<file path="src/fha_pkg.sv">
// Package for the free hole allocator: status, function and register codes.
// Used by free_hole_allocator_fit_policies; depends on nothing.
package fha_pkg;
  localparam int unsigned MaxHolesDefault = 64;

  localparam logic [2:0] StAlloc   = 3'd0;
  localparam logic [2:0] StCompact = 3'd1;
  localparam logic [2:0] StOom     = 3'd2;
  localparam logic [2:0] StDone    = 3'd3;
  localparam logic [2:0] StFull    = 3'd4;

  localparam logic [1:0] FnInit  = 2'd0;
  localparam logic [1:0] FnAlloc = 2'd1;
  localparam logic [1:0] FnFree  = 2'd2;
  localparam logic [1:0] FnNone  = 2'd3;

  localparam logic [1:0] RegFitPolicy = 2'd0;
  localparam logic [1:0] RegMemSize   = 2'd1;
  localparam logic [1:0] RegResSize   = 2'd2;

  localparam logic [1:0] FitFirst = 2'd0;
  localparam logic [1:0] FitBest  = 2'd1;
  localparam logic [1:0] FitWorst = 2'd2;

  localparam logic [16:0] AddrTop = 17'h10000;
endpackage

</file>
<file path="src/free_hole_allocator_fit_policies.sv">
// Free hole allocator with first, best and worst fit over a sorted hole table.
// Depends on fha_pkg; the hole table is one synchronous memory in this module.
//
//  channel | signals                                   | direction
//  in      | in_valid_i in_ready_o func req_size base | word in
//  out     | out_valid_o out_ready_i status base total | word out
//  cfg     | cfg_we_i cfg_idx_i cfg_data_i             | write only
//
// An item costs a scan of the hole table, a shift of the entries that must move, and a
// second scan that sums the hole sizes. The hole memory takes one read and one write a cycle.
// The table is empty after reset; no clearing pass is needed.
// A word is accepted only while the output register is empty or being read out.
module free_hole_allocator_fit_policies #(
  parameter int unsigned MAX_HOLES = fha_pkg::MaxHolesDefault
) (
  input  logic        clk_i,
  input  logic        rst_ni,
  input  logic        cfg_we_i,
  input  logic [1:0]  cfg_idx_i,
  input  logic [16:0] cfg_data_i,
  input  logic        in_valid_i,
  output logic        in_ready_o,
  input  logic [1:0]  func_i,
  input  logic [16:0] req_size_i,
  input  logic [15:0] free_base_i,
  output logic        out_valid_o,
  input  logic        out_ready_i,
  output logic [2:0]  status_o,
  output logic [15:0] alloc_base_o,
  output logic [16:0] free_total_o
);
  import fha_pkg::*;

  localparam int unsigned IW = (MAX_HOLES > 1) ? $clog2(MAX_HOLES) : 1;
  localparam int unsigned CW = $clog2(MAX_HOLES + 1);
  localparam int unsigned SW = 18 + CW;

  localparam logic [2:0] S_IDLE  = 3'd0;
  localparam logic [2:0] S_SCAN  = 3'd1;
  localparam logic [2:0] S_DEC   = 3'd2;
  localparam logic [2:0] S_RD    = 3'd3;
  localparam logic [2:0] S_WR    = 3'd4;
  localparam logic [2:0] S_FIN   = 3'd5;
  localparam logic [2:0] S_SUM   = 3'd6;
  localparam logic [2:0] S_SUMW  = 3'd7;

  typedef struct packed {
    logic [15:0] base;
    logic [16:0] size;
  } hole_t;

  hole_t mem [MAX_HOLES];
  hole_t rd_q;

  logic        mem_we;
  logic [IW-1:0] mem_wa, mem_ra;
  hole_t       mem_wd;

  always_ff @(posedge clk_i) begin
    if (mem_we) mem[mem_wa] <= mem_wd;
    rd_q <= mem[mem_ra];
  end

  logic [1:0]  fit_q;
  logic [16:0] msize_q, rsize_q;
  always_ff @(posedge clk_i or negedge rst_ni) begin
    if (!rst_ni) begin
      fit_q <= FitFirst;
      msize_q <= 17'd4096;
      rsize_q <= 17'd128;
    end else if (cfg_we_i) begin
      case (cfg_idx_i)
        RegFitPolicy: fit_q <= cfg_data_i[1:0];
        RegMemSize:   msize_q <= cfg_data_i;
        RegResSize:   rsize_q <= cfg_data_i;
        default: ;
      endcase
    end
  end

  logic [2:0]  st_q, st_d;
  logic [CW-1:0] cnt_q, cnt_d;
  logic [CW-1:0] i_q, i_d;
  logic        rv_q, rv_d;
  logic [CW-1:0] ri_q, ri_d;
  logic [1:0]  fn_q, fn_d;
  logic [16:0] req_q, req_d;
  logic [15:0] fb_q, fb_d;
  logic        found_q, found_d, done_q, done_d;
  logic [CW-1:0] pick_q, pick_d;
  hole_t       ph_q, ph_d;
  hole_t       prev_q, prev_d;
  hole_t       succ_q, succ_d;
  logic        hs_q, hs_d;
  logic [SW-1:0] sum_q, sum_d;
  logic [CW-1:0] pos_q, pos_d;
  logic        up_q, up_d;
  logic [2:0]  res_st_q, res_st_d;
  logic [15:0] res_b_q, res_b_d;
  logic        ov_q, ov_d;
  logic [2:0]  ost_q, ost_d;
  logic [15:0] ob_q, ob_d;
  logic [16:0] ot_q, ot_d;

  assign in_ready_o   = (st_q == S_IDLE) && (!ov_q || out_ready_i);
  assign out_valid_o  = ov_q;
  assign status_o     = ost_q;
  assign alloc_base_o = ob_q;
  assign free_total_o = ot_q;

  logic [16:0] top, res, fsize, clip;
  logic [16:0] pend;
  logic        fits, pm, sm;
  always_comb begin
    top  = (msize_q > AddrTop) ? AddrTop : msize_q;
    res  = (rsize_q > AddrTop) ? AddrTop : rsize_q;
    clip = AddrTop - {1'b0, fb_q};
    fsize = (req_q > clip) ? clip : req_q;
    pend = {1'b0, prev_q.base} + prev_q.size;
    pm   = (pos_q != '0) && (pend == {1'b0, fb_q});
    sm   = hs_q && (({1'b0, fb_q} + fsize) == {1'b0, succ_q.base});
    fits = rd_q.size >= req_q;
  end

  always_comb begin
    st_d = st_q; cnt_d = cnt_q; i_d = i_q; rv_d = 1'b0; ri_d = ri_q;
    fn_d = fn_q; req_d = req_q; fb_d = fb_q; found_d = found_q; done_d = done_q;
    pick_d = pick_q; ph_d = ph_q; prev_d = prev_q; succ_d = succ_q; hs_d = hs_q;
    sum_d = sum_q; pos_d = pos_q; up_d = up_q;
    res_st_d = res_st_q; res_b_d = res_b_q;
    ov_d = ov_q; ost_d = ost_q; ob_d = ob_q; ot_d = ot_q;
    mem_we = 1'b0; mem_wa = '0; mem_wd = '0; mem_ra = '0;
    if (ov_q && out_ready_i) ov_d = 1'b0;

    case (st_q)
      S_IDLE: begin
        if (in_valid_i && in_ready_o) begin
          fn_d = func_i; req_d = req_size_i; fb_d = free_base_i;
          found_d = 1'b0; done_d = 1'b0; sum_d = '0; i_d = '0; pos_d = '0;
          hs_d = 1'b0; res_st_d = StDone; res_b_d = '0;
          case (func_i)
            FnInit: begin
              if (top > res) begin
                mem_we = 1'b1; mem_wa = '0;
                mem_wd.base = res[15:0]; mem_wd.size = top - res;
                cnt_d = CW'(1);
              end else begin
                cnt_d = '0;
              end
              st_d = S_SUM;
            end
            FnAlloc, FnFree: st_d = S_SCAN;
            default: st_d = S_SUM;
          endcase
        end
      end
      S_SCAN: begin
        if (rv_q) begin
          sum_d = sum_q + SW'(rd_q.size);
          if (fn_q == FnAlloc) begin
            if (fits && !done_q) begin
              if (!found_q) begin
                found_d = 1'b1; pick_d = ri_q; ph_d = rd_q;
                if (fit_q != FitBest && fit_q != FitWorst) done_d = 1'b1;
              end else if (fit_q == FitBest && rd_q.size < ph_q.size) begin
                pick_d = ri_q; ph_d = rd_q;
              end else if (fit_q == FitWorst && rd_q.size > ph_q.size) begin
                pick_d = ri_q; ph_d = rd_q;
              end
            end
          end else if (!done_q) begin
            if (rd_q.base < fb_q) begin
              prev_d = rd_q; pos_d = ri_q + CW'(1);
            end else begin
              succ_d = rd_q; hs_d = 1'b1; done_d = 1'b1;
            end
          end
        end
        if (i_q < cnt_q) begin
          mem_ra = i_q[IW-1:0]; rv_d = 1'b1; ri_d = i_q; i_d = i_q + CW'(1);
        end else if (!rv_q) begin
          st_d = S_DEC;
        end
      end
      S_DEC: begin
        st_d = S_FIN;
        if (fn_q == FnAlloc) begin
          if (!found_q) begin
            res_st_d = (sum_q >= SW'(req_q)) ? StCompact : StOom;
          end else begin
            res_st_d = StAlloc; res_b_d = ph_q.base;
            if (ph_q.size == req_q) begin
              up_d = 1'b1; i_d = pick_q;
              cnt_d = cnt_q - CW'(1);
              st_d = (pick_q + CW'(1) < cnt_q) ? S_RD : S_FIN;
            end else begin
              mem_we = 1'b1; mem_wa = pick_q[IW-1:0];
              mem_wd.size = ph_q.size - req_q;
              mem_wd.base = ph_q.base + req_q[15:0];
            end
          end
        end else if (fsize != '0) begin
          if (pm && sm) begin
            mem_we = 1'b1; mem_wa = IW'(pos_q - CW'(1));
            mem_wd.base = prev_q.base; mem_wd.size = prev_q.size + fsize + succ_q.size;
            up_d = 1'b1; i_d = pos_q; cnt_d = cnt_q - CW'(1);
            st_d = (pos_q + CW'(1) < cnt_q) ? S_RD : S_FIN;
          end else if (pm) begin
            mem_we = 1'b1; mem_wa = IW'(pos_q - CW'(1));
            mem_wd.base = prev_q.base; mem_wd.size = prev_q.size + fsize;
          end else if (sm) begin
            mem_we = 1'b1; mem_wa = pos_q[IW-1:0];
            mem_wd.base = fb_q; mem_wd.size = succ_q.size + fsize;
          end else if (cnt_q >= CW'(MAX_HOLES)) begin
            res_st_d = StFull;
          end else begin
            up_d = 1'b0; i_d = cnt_q; cnt_d = cnt_q + CW'(1);
            if (cnt_q == pos_q) begin
              mem_we = 1'b1; mem_wa = pos_q[IW-1:0];
              mem_wd.base = fb_q; mem_wd.size = fsize;
            end else begin
              st_d = S_RD;
            end
          end
        end
      end
      S_RD: begin
        mem_ra = up_q ? IW'(i_q + CW'(1)) : IW'(i_q - CW'(1));
        st_d = S_WR;
      end
      S_WR: begin
        mem_we = 1'b1; mem_wa = i_q[IW-1:0]; mem_wd = rd_q;
        if (up_q) begin
          i_d = i_q + CW'(1);
          st_d = (i_q + CW'(2) < cnt_q + CW'(1)) ? S_RD : S_FIN;
        end else begin
          i_d = i_q - CW'(1);
          if (i_q - CW'(1) == pos_q) begin
            st_d = S_SUMW;
          end else begin
            st_d = S_RD;
          end
        end
      end
      S_SUMW: begin
        mem_we = 1'b1; mem_wa = pos_q[IW-1:0];
        mem_wd.base = fb_q; mem_wd.size = fsize;
        st_d = S_FIN;
      end
      S_FIN: begin
        sum_d = '0; i_d = '0; done_d = 1'b1; found_d = 1'b1;
        st_d = S_SCAN;
        fn_d = FnNone;
      end
      S_SUM: begin
        sum_d = '0; i_d = '0; done_d = 1'b1; st_d = S_SCAN; fn_d = FnNone;
      end
      default: st_d = S_IDLE;
    endcase

    if (fn_q == FnNone && st_q == S_SCAN && i_q >= cnt_q && !rv_q) begin
      st_d = S_IDLE;
      ov_d = 1'b1; ost_d = res_st_q; ob_d = res_b_q;
      ot_d = (sum_q > SW'(AddrTop)) ? AddrTop : sum_q[16:0];
    end
  end

  always_ff @(posedge clk_i or negedge rst_ni) begin
    if (!rst_ni) begin
      st_q <= S_IDLE; cnt_q <= '0; ov_q <= 1'b0; rv_q <= 1'b0; i_q <= '0;
      fn_q <= FnInit; done_q <= 1'b0; found_q <= 1'b0;
    end else begin
      st_q <= st_d; cnt_q <= cnt_d; ov_q <= ov_d; rv_q <= rv_d; i_q <= i_d;
      fn_q <= fn_d; done_q <= done_d; found_q <= found_d;
    end
  end

  always_ff @(posedge clk_i) begin
    ri_q <= ri_d; req_q <= req_d; fb_q <= fb_d; pick_q <= pick_d; ph_q <= ph_d;
    prev_q <= prev_d; succ_q <= succ_d; hs_q <= hs_d; sum_q <= sum_d; pos_q <= pos_d;
    up_q <= up_d; res_st_q <= res_st_d; res_b_q <= res_b_d;
    ost_q <= ost_d; ob_q <= ob_d; ot_q <= ot_d;
  end
endmodule
</file>
<file path="config.mk">
export PLATFORM = sky130hd
export DESIGN_NAME = free_hole_allocator_fit_policies
export DESIGN_NICKNAME = d
export VERILOG_FILES = /design/src/fha_pkg.sv /design/src/free_hole_allocator_fit_policies.sv
export SDC_FILE = /design/constraint.sdc
export NUM_CORES = 2
export LEC_CHECK = 0
export ABC_AREA = 1
export BUFFER_PORTS_ARGS = -buffer_cell sky130_fd_sc_hd__buf_2
export CAP_MARGIN = 40
export CORE_UTILIZATION = 51
export DETAILED_ROUTE_END_ITERATION = 7
export GPL_TIMING_DRIVEN = 0
export PLACE_DENSITY = 0.66
export SLEW_MARGIN = 40
export SYNTH_ARGS = -nofsm -noshare
export SYNTH_HDL_FRONTEND = slang
export SYNTH_SLANG_ARGS = --single-unit
</file>
<file path="constraint.sdc">
create_clock -name clk_i -period 11 [get_ports clk_i]
set_input_delay 0.55 -clock clk_i [delete_from_list [all_inputs] [get_ports clk_i]]
set_output_delay 0.55 -clock clk_i [all_outputs]
set_load 0.02 [all_outputs]
</file>
Word-level counts from Yosys, hierarchy flattened:

Memory sizes are Yosys's and may differ from the RTL's. A register that Yosys moved wholly into a read port is not among the register bits.
Index checks and enable logic that the tools add are counted.

* register bits: 294
* memory bits (writable): 2112
* input port bits: 59
* output and inout bits: 38
* memories: 1

* add/sub/neg operators: 19
* $lt $le $gt $ge: 16
* equal/unequal tests: 56
* multiplexer cells: 148
* bitwise gates (word level): 3
* reductions and logical operators: 53

Memory list
* mem: depth 64, width 33, rd ports 1, clocked after memory_dff 1, wr ports 1, RTL line free_hole_allocator_fit_policies.sv:52 `hole_t mem [MAX_HOLES];`

Operators with widths (number)
* $mux W33: 15
* $mux W7: 28
* $pmux W33 S4: 1
* $mux W3: 26
* $pmux W25 S3: 1
* $mux W6: 11
* $add A17 B17 Y17: 3
* $gt A17 B17 Y1: 3
* $mux W17: 3
* $mux W25: 2
* $mux W16: 3
* $mux W1: 42
* $add A7 B1 Y7 const B: 5
* $pmux W7 S5: 1
* $add A16 B17 Y17: 2
* $eq A17 B16 Y1: 2
* $gt A17 B17 Y1 const B: 2
* $sub A17 B17 Y17: 2
* $ne A3 B3 Y1 const B: 11
* $pmux W16 S2: 1
* $lt A7 B7 Y1: 4
* $pmux W7 S2: 2
* $add A25 B17 Y25: 1
* $ge A25 B17 Y1: 1
* 50 further kinds: 123

Longest topological paths before layout:

* word-level depth: 14
* gate-level depth with buffers: 47
* mapped depth without buffers: 45

Worst setup path before layout:

No wires, ideal clock.

* path type: reg-to-reg
* start point: reg fb_q[1]
* end point: mem mem[0][9] (netlist name), data pin
* setup time: 702 ps
* arrival time: 7733 ps
* setup slack: 2565 ps
* stages on the path, launching flop included: 39
* buffers on the path: 1
* cell sequence: edfxtp_1 > inv_1 > ha_1 > nand2_1 > nor2_2 > nand2_1 > nor2_1 > nand2_1 > nand2_1 > nand2_1 > ha_1 > nand2_1 > nor2_2 > nand3_1 > nand3b_2 > nand2_4 > buf_6 > nand2_1 > [... 3 more ...] > fa_1 > nand3_1 > nand2_1 > a21oi_1 > nor2_1 > nor2_1 > xor2_1 > inv_1 > ha_1 > a21oi_1 > o21a_1 > a21oi_1 > o21ai_0 > nand2_1 > xnor2_1 > a21oi_1 > a21oi_1 > o21ai_0

RTL lines
* start, declared: RTL line free_hole_allocator_fit_policies.sv:88 `logic [15:0] fb_q, fb_d;`
* start signal, assigned: RTL line free_hole_allocator_fit_policies.sv:279 `ri_q <= ri_d; req_q <= req_d; fb_q <= fb_d; pick_q <= pick_d; ph_q <= ph_d;`
* end, declared: RTL line free_hole_allocator_fit_policies.sv:52

Final worst setup path:

* start point: reg fb_q[1]
* end point: mem mem[29][27] (netlist name) (enable)

* cells in the longest elaborated chain, start to end: 14
* elaborated cells on any way between the ends: 24
* classes of those cells: add/sub (2); order compare (1); eq/ne (2); mux (15); reduce/logical (4)

Ends and longest elaborated chain
* $sub A17 B16 Y17: RTL line free_hole_allocator_fit_policies.sv:117 `clip = AddrTop - {1'b0, fb_q};`
* $gt A17 B17 Y1: RTL line free_hole_allocator_fit_policies.sv:118 `fsize = (req_q > clip) ? clip : req_q;`
* $mux W17: RTL line free_hole_allocator_fit_policies.sv:118
* $add A16 B17 Y17: RTL line free_hole_allocator_fit_policies.sv:121 `sm = hs_q && (({1'b0, fb_q} + fsize) == {1'b0, succ_q.base});`
* $eq A17 B16 Y1: RTL line free_hole_allocator_fit_policies.sv:121
* $logic_and A1 B1 Y1: RTL line free_hole_allocator_fit_policies.sv:121
* $mux W1: RTL line free_hole_allocator_fit_policies.sv:211 `end else if (sm) begin`
* $mux W1: RTL line free_hole_allocator_fit_policies.sv:208 `end else if (pm) begin`
* $mux W1: RTL line free_hole_allocator_fit_policies.sv:203 `if (pm && sm) begin`
* $mux W1: RTL line free_hole_allocator_fit_policies.sv:202 `end else if (fsize != '0) begin`
* $mux W1: RTL line free_hole_allocator_fit_policies.sv:187 `if (fn_q == FnAlloc) begin`
* $pmux W1 S3: RTL line free_hole_allocator_fit_policies.sv:135 `case (st_q)`
* $mux W1: RTL line free_hole_allocator_fit_policies.sv:60 `if (mem_we) mem[mem_wa] <= mem_wd;`
* $mux W1 (not written as such): RTL line free_hole_allocator_fit_policies.sv:60

Several ways; a longest one is shown, not always the timed one.

==> run summary <==
The flow ran to the end, and the final reports show no timing, DRC or antenna violations. DRC violation total after the first TritonRoute iteration: 10,370. The worst min-delay path category is in -> reg. In the final design database the tool counted 10,789 nets. Arrival time of the worst setup path: 10,730 ps. The largest total area in the synthesized netlist belongs to sky130_fd_sc_hd__edfxtp_1.

The clock-pin slew of the registers on the worst-case setup and hold paths was 60 ps; the clock latency reported for the late side of the worst-skew pair was 960 ps. The core region is 0.215 mm^2. The number of remaining DRC errors is 0. The run gives 890 ps as the setup slack of the worst register-to-register path.

The path with the worst hold slack has its endpoint at fit_q[1]. The root buffer cell chosen for the clock tree is sky130_fd_sc_hd__clkbuf_16. Hold violation count in the final report: 0. TritonCTS built the clock tree. The number of max-cap violations was 0; the relative slew slack was 35.5%.

The power per cell area is 293 mW/mm^2, and the final critical delay including setup and external delays is 10,110 ps. For the final database, setup skew stands at 97.2 ps. Setup violations remaining at the end of the flow were counted as 0.

For the pin with the worst max-slew slack, the measured transition is 966 ps. The run gives 22 as the number of antenna violations at the first check in global routing. The tools report the launch instance of the worst register-to-register path as fb_q[1].

Dividing the detail-routed wire length by the instance count gives 29.5 um. The first detailed-routing pass took 8 iterations. By area the synthesized netlist is led by sky130_fd_sc_hd__edfxtp_1 (64%), sky130_fd_sc_hd__nand2_1 (6.4%), sky130_fd_sc_hd__nand3_1 (4.9%). Counting the buffers created by CTS gives 274. Number of global-route vias before repair: 78,214. The die is 467 um wide. In this run the post-CTS setup repair buffer count came out at 0. Of the available clock period, the critical path in the final layout requires 92.0%. The tools report the number of placed I/O pins as 97. Once detailed placement completed, the half-perimeter wirelength came to 299 mm.

The number of vias per cell works out to 6.08. The run gives 37.4 mW as the power after layout. The setup path with the least slack is of type reg -> reg.

The number of flops mapped to enable cells by yosys is 2,347, and the worst supply voltage drop on vdd is 0.215 mV. Summed over all layers, the global routing overflow is 0. The number of placed instances, taps included, is 12,955.

The run gives 36.1% as the global routing usage summed across all routing layers. In the post-synthesis netlist, the cell with the most instances is sky130_fd_sc_hd__edfxtp_1. For the number of slew-limit violations in the final report, the log shows 0. For this design, the sink count on the clock tree is 2,439.

For this run, the register share of the synthesized area comes to 65.8%. The worst setup path is captured at a register. For this configuration, the core starts out at a cell density of 51.3%. Setup repair after global routing left no endpoint under its margin. The tools report the sum of negative setup slack as 0 ps. Buffers placed on the I/O ports in this run total 96.

The die footprint came out at 0.218 mm^2. The clock tree synthesis step divided the H-tree into 5 levels. The pin count of the biggest net entering global routing was 49.

The number of different library cells used by synthesis comes to 64. The run gives 11,620 ps as the data required time of the worst path. For the synthesized net count, the log shows 10,137. The run gives 0.110 mm^2 as the post-synth design cell area. The share of async-settable or async-resettable flops after synthesis is 2.42%, and the via count of the routed design is 81,995. The worst path meets setup with 885 ps of slack. After floorplanning, the core was divided into 170 placement rows. Post-placement worst setup slack: 1050 ps.

The worst flop-to-flop path endpoint was mem[29][27]. The area fraction of the dominant cell type after synthesis was 63.9%. For this run, the number of Yosys warnings is 0. The maximum single-stage delay on the critical path came out at 840 ps.

The number of nets still failing antenna checks after routing is 0. The number of cells on the worst hold path came out at 4. The slowest stage of the critical path belongs to the cell sky130_fd_sc_hd__nand3_2. The most numerous cell type found on the critical path is sky130_fd_sc_hd__nand2_1. Summed over all cells, the static leakage comes to 46.5 nW. The worst register-to-register path has a depth of 40. Synthesis-to-layout area growth: 15.9%.

The post-route netlist has 11.7% of its cells at a drive strength greater than 1. The height of the die was 467 um. The buffer levels on the longest clock path was 4.

The tools report the type of element launching the critical path as a register. The tools report the source of the worst hold timing path as cfg_idx_i[1]. The average instance area after synthesis came out at 11.3 um^2. Prevailing post-synth register cell: sky130_fd_sc_hd__edfxtp_1. For this run, the number of standard cells in the final layout without fillers is 13,497. The overall routed net length was 398 mm.

The synthesis-stage register bit count came out at 2,439. By count the netlist is led by sky130_fd_sc_hd__edfxtp_1 (2,347), sky130_fd_sc_hd__nand2_1 (1,867), sky130_fd_sc_hd__nand3_1 (1,074). Critical-path maximum fanout: 19. The congestion estimate from routability-driven global placement came to 1.05.

After technology mapping, the gate count stands at 9,797. The run gives 558 mm as the first-pass GRT wire length. The tools report the maximum operating frequency as 98.9 MHz.
[registers in the layout, summed over array words and instances (netlist names), 16 cells and up]
signal,flops
mem,2112
ph_q,33
prev_q,33
rd_q,33
succ_q,33
sum_q,25
free_total_o,17
msize_q,17
req_q,17
rsize_q,17
alloc_base_o,16
fb_q,16
res_b_q,16
[what timing repair did]
item,4_1_cts,5_1_grt
hold buffers,56,0
gates resized for setup,0,0
hold endpoints to repair,127,0
[worst max path at each step]
| stage | start | endpoint | slack (ps) | cells after the start |
|---|---|---|---|---|
| finish | fb_q[1] | mem[29][27] | 890 | 40 |
| global route | fb_q[1] | mem[29][25] | 690 | 40 |
| CTS | fb_q[1] | mem[29][23] | 1030 | 40 |
| detailed placement | fb_q[1] | mem[29][17] | 1050 | 40 |
| global placement | fb_q[1] | mem[44][9] | -6030 | 38 |
| floorplan | fb_q[1] | mem[0][9] | 2570 | 38 |
[power by group]
part	switching [mW]	internal (mW)
registers	0.740	11.8
clock network	3.68	4.93
logic	12.0	4.22
total	16.5	21.0
[area by class of cell]
class / instances / area (um^2)
Clock inverter: 128 / 935
Buffer: 530 / 2130
Fill cell: 17287 / 87000
Clock buffer: 341 / 7270
Sequential cell: 2439 / 72600
Multi-Input combinational cell: 6295 / 34400
Antenna cell: 17 / 42.5
Inverter: 533 / 2000
Timing Repair Buffer: 376 / 4890
Tap cell: 2838 / 3550
[stage by stage]
stage               util, %  cell area, um^2  hold slack [ps]
finish                 59.5           128000             46.4
global route           59.5           128000              102
detailed placement     55.4           119000              407
CTS                    59.5           128000             11.5
floorplan                 -           110000              254
global placement       53.2           114000              407
[routing by layer]
metal	share of wire, %	vias to the layer above	GRT usage (%)
met5	0.021	-	0
met4	6.9	10	21.6
met3	9.1	954	6.60
met2	46	4546	57.4
met1	38	39930	46.4
li1	-	36555	-
[cell families (layout without fill, tap and decap cells)]
kind of cell	count (synthesis)	count (layout)	share of synthesized area (%)
buf+inv	1063	1908	3.70
flops	2439	2439	65.8
xor+xnor	145	145	1.16
mux	1	1	0.00908
compound gates	1712	1712	9.52
simple gates	4156	4156	16.5
fa+ha+maj	281	281	3.25
other cells	0	17	0
[cells in the final DEF, fill, tap and decap left out, types with 40 or more instances in the layout]
| cell type | instances |
|---|---|
| sky130_fd_sc_hd__inv_1 | 508 |
| sky130_fd_sc_hd__xor2_1 | 104 |
| sky130_fd_sc_hd__clkinv_2 | 43 |
| sky130_fd_sc_hd__nand2_1 | 1850 |
| sky130_fd_sc_hd__o211ai_1 | 581 |
| sky130_fd_sc_hd__clkinv_1 | 56 |
| sky130_fd_sc_hd__nor2_1 | 654 |
| sky130_fd_sc_hd__nand4_1 | 59 |
| sky130_fd_sc_hd__dfrtp_1 | 57 |
| sky130_fd_sc_hd__or2_2 | 273 |
| sky130_fd_sc_hd__a21oi_1 | 262 |
| sky130_fd_sc_hd__o21ai_0 | 645 |
| sky130_fd_sc_hd__buf_2 | 156 |
| sky130_fd_sc_hd__buf_8 | 75 |
| sky130_fd_sc_hd__nand3_1 | 1074 |
| sky130_fd_sc_hd__nor3_1 | 56 |
| sky130_fd_sc_hd__nor2_4 | 73 |
| sky130_fd_sc_hd__clkbuf_1 | 456 |
| sky130_fd_sc_hd__ha_1 | 272 |
| sky130_fd_sc_hd__buf_16 | 64 |
| sky130_fd_sc_hd__dlygate4sd3_1 | 56 |
| sky130_fd_sc_hd__xnor2_1 | 40 |
| sky130_fd_sc_hd__clkbuf_16 | 280 |
| sky130_fd_sc_hd__edfxtp_1 | 2347 |
| sky130_fd_sc_hd__o22ai_1 | 81 |
[worst max-delay path: cells and delay by family, from the launching register on]
kind,cells,cell delay [ps]
and+or+nand+nor,29,6260
DFF,1,580
AOI/OAI and AO/OA,1,80
buffers and inverters,6,1310
adders and majority gates,4,1530
Note: power is estimated with default switching activity, not from simulation.
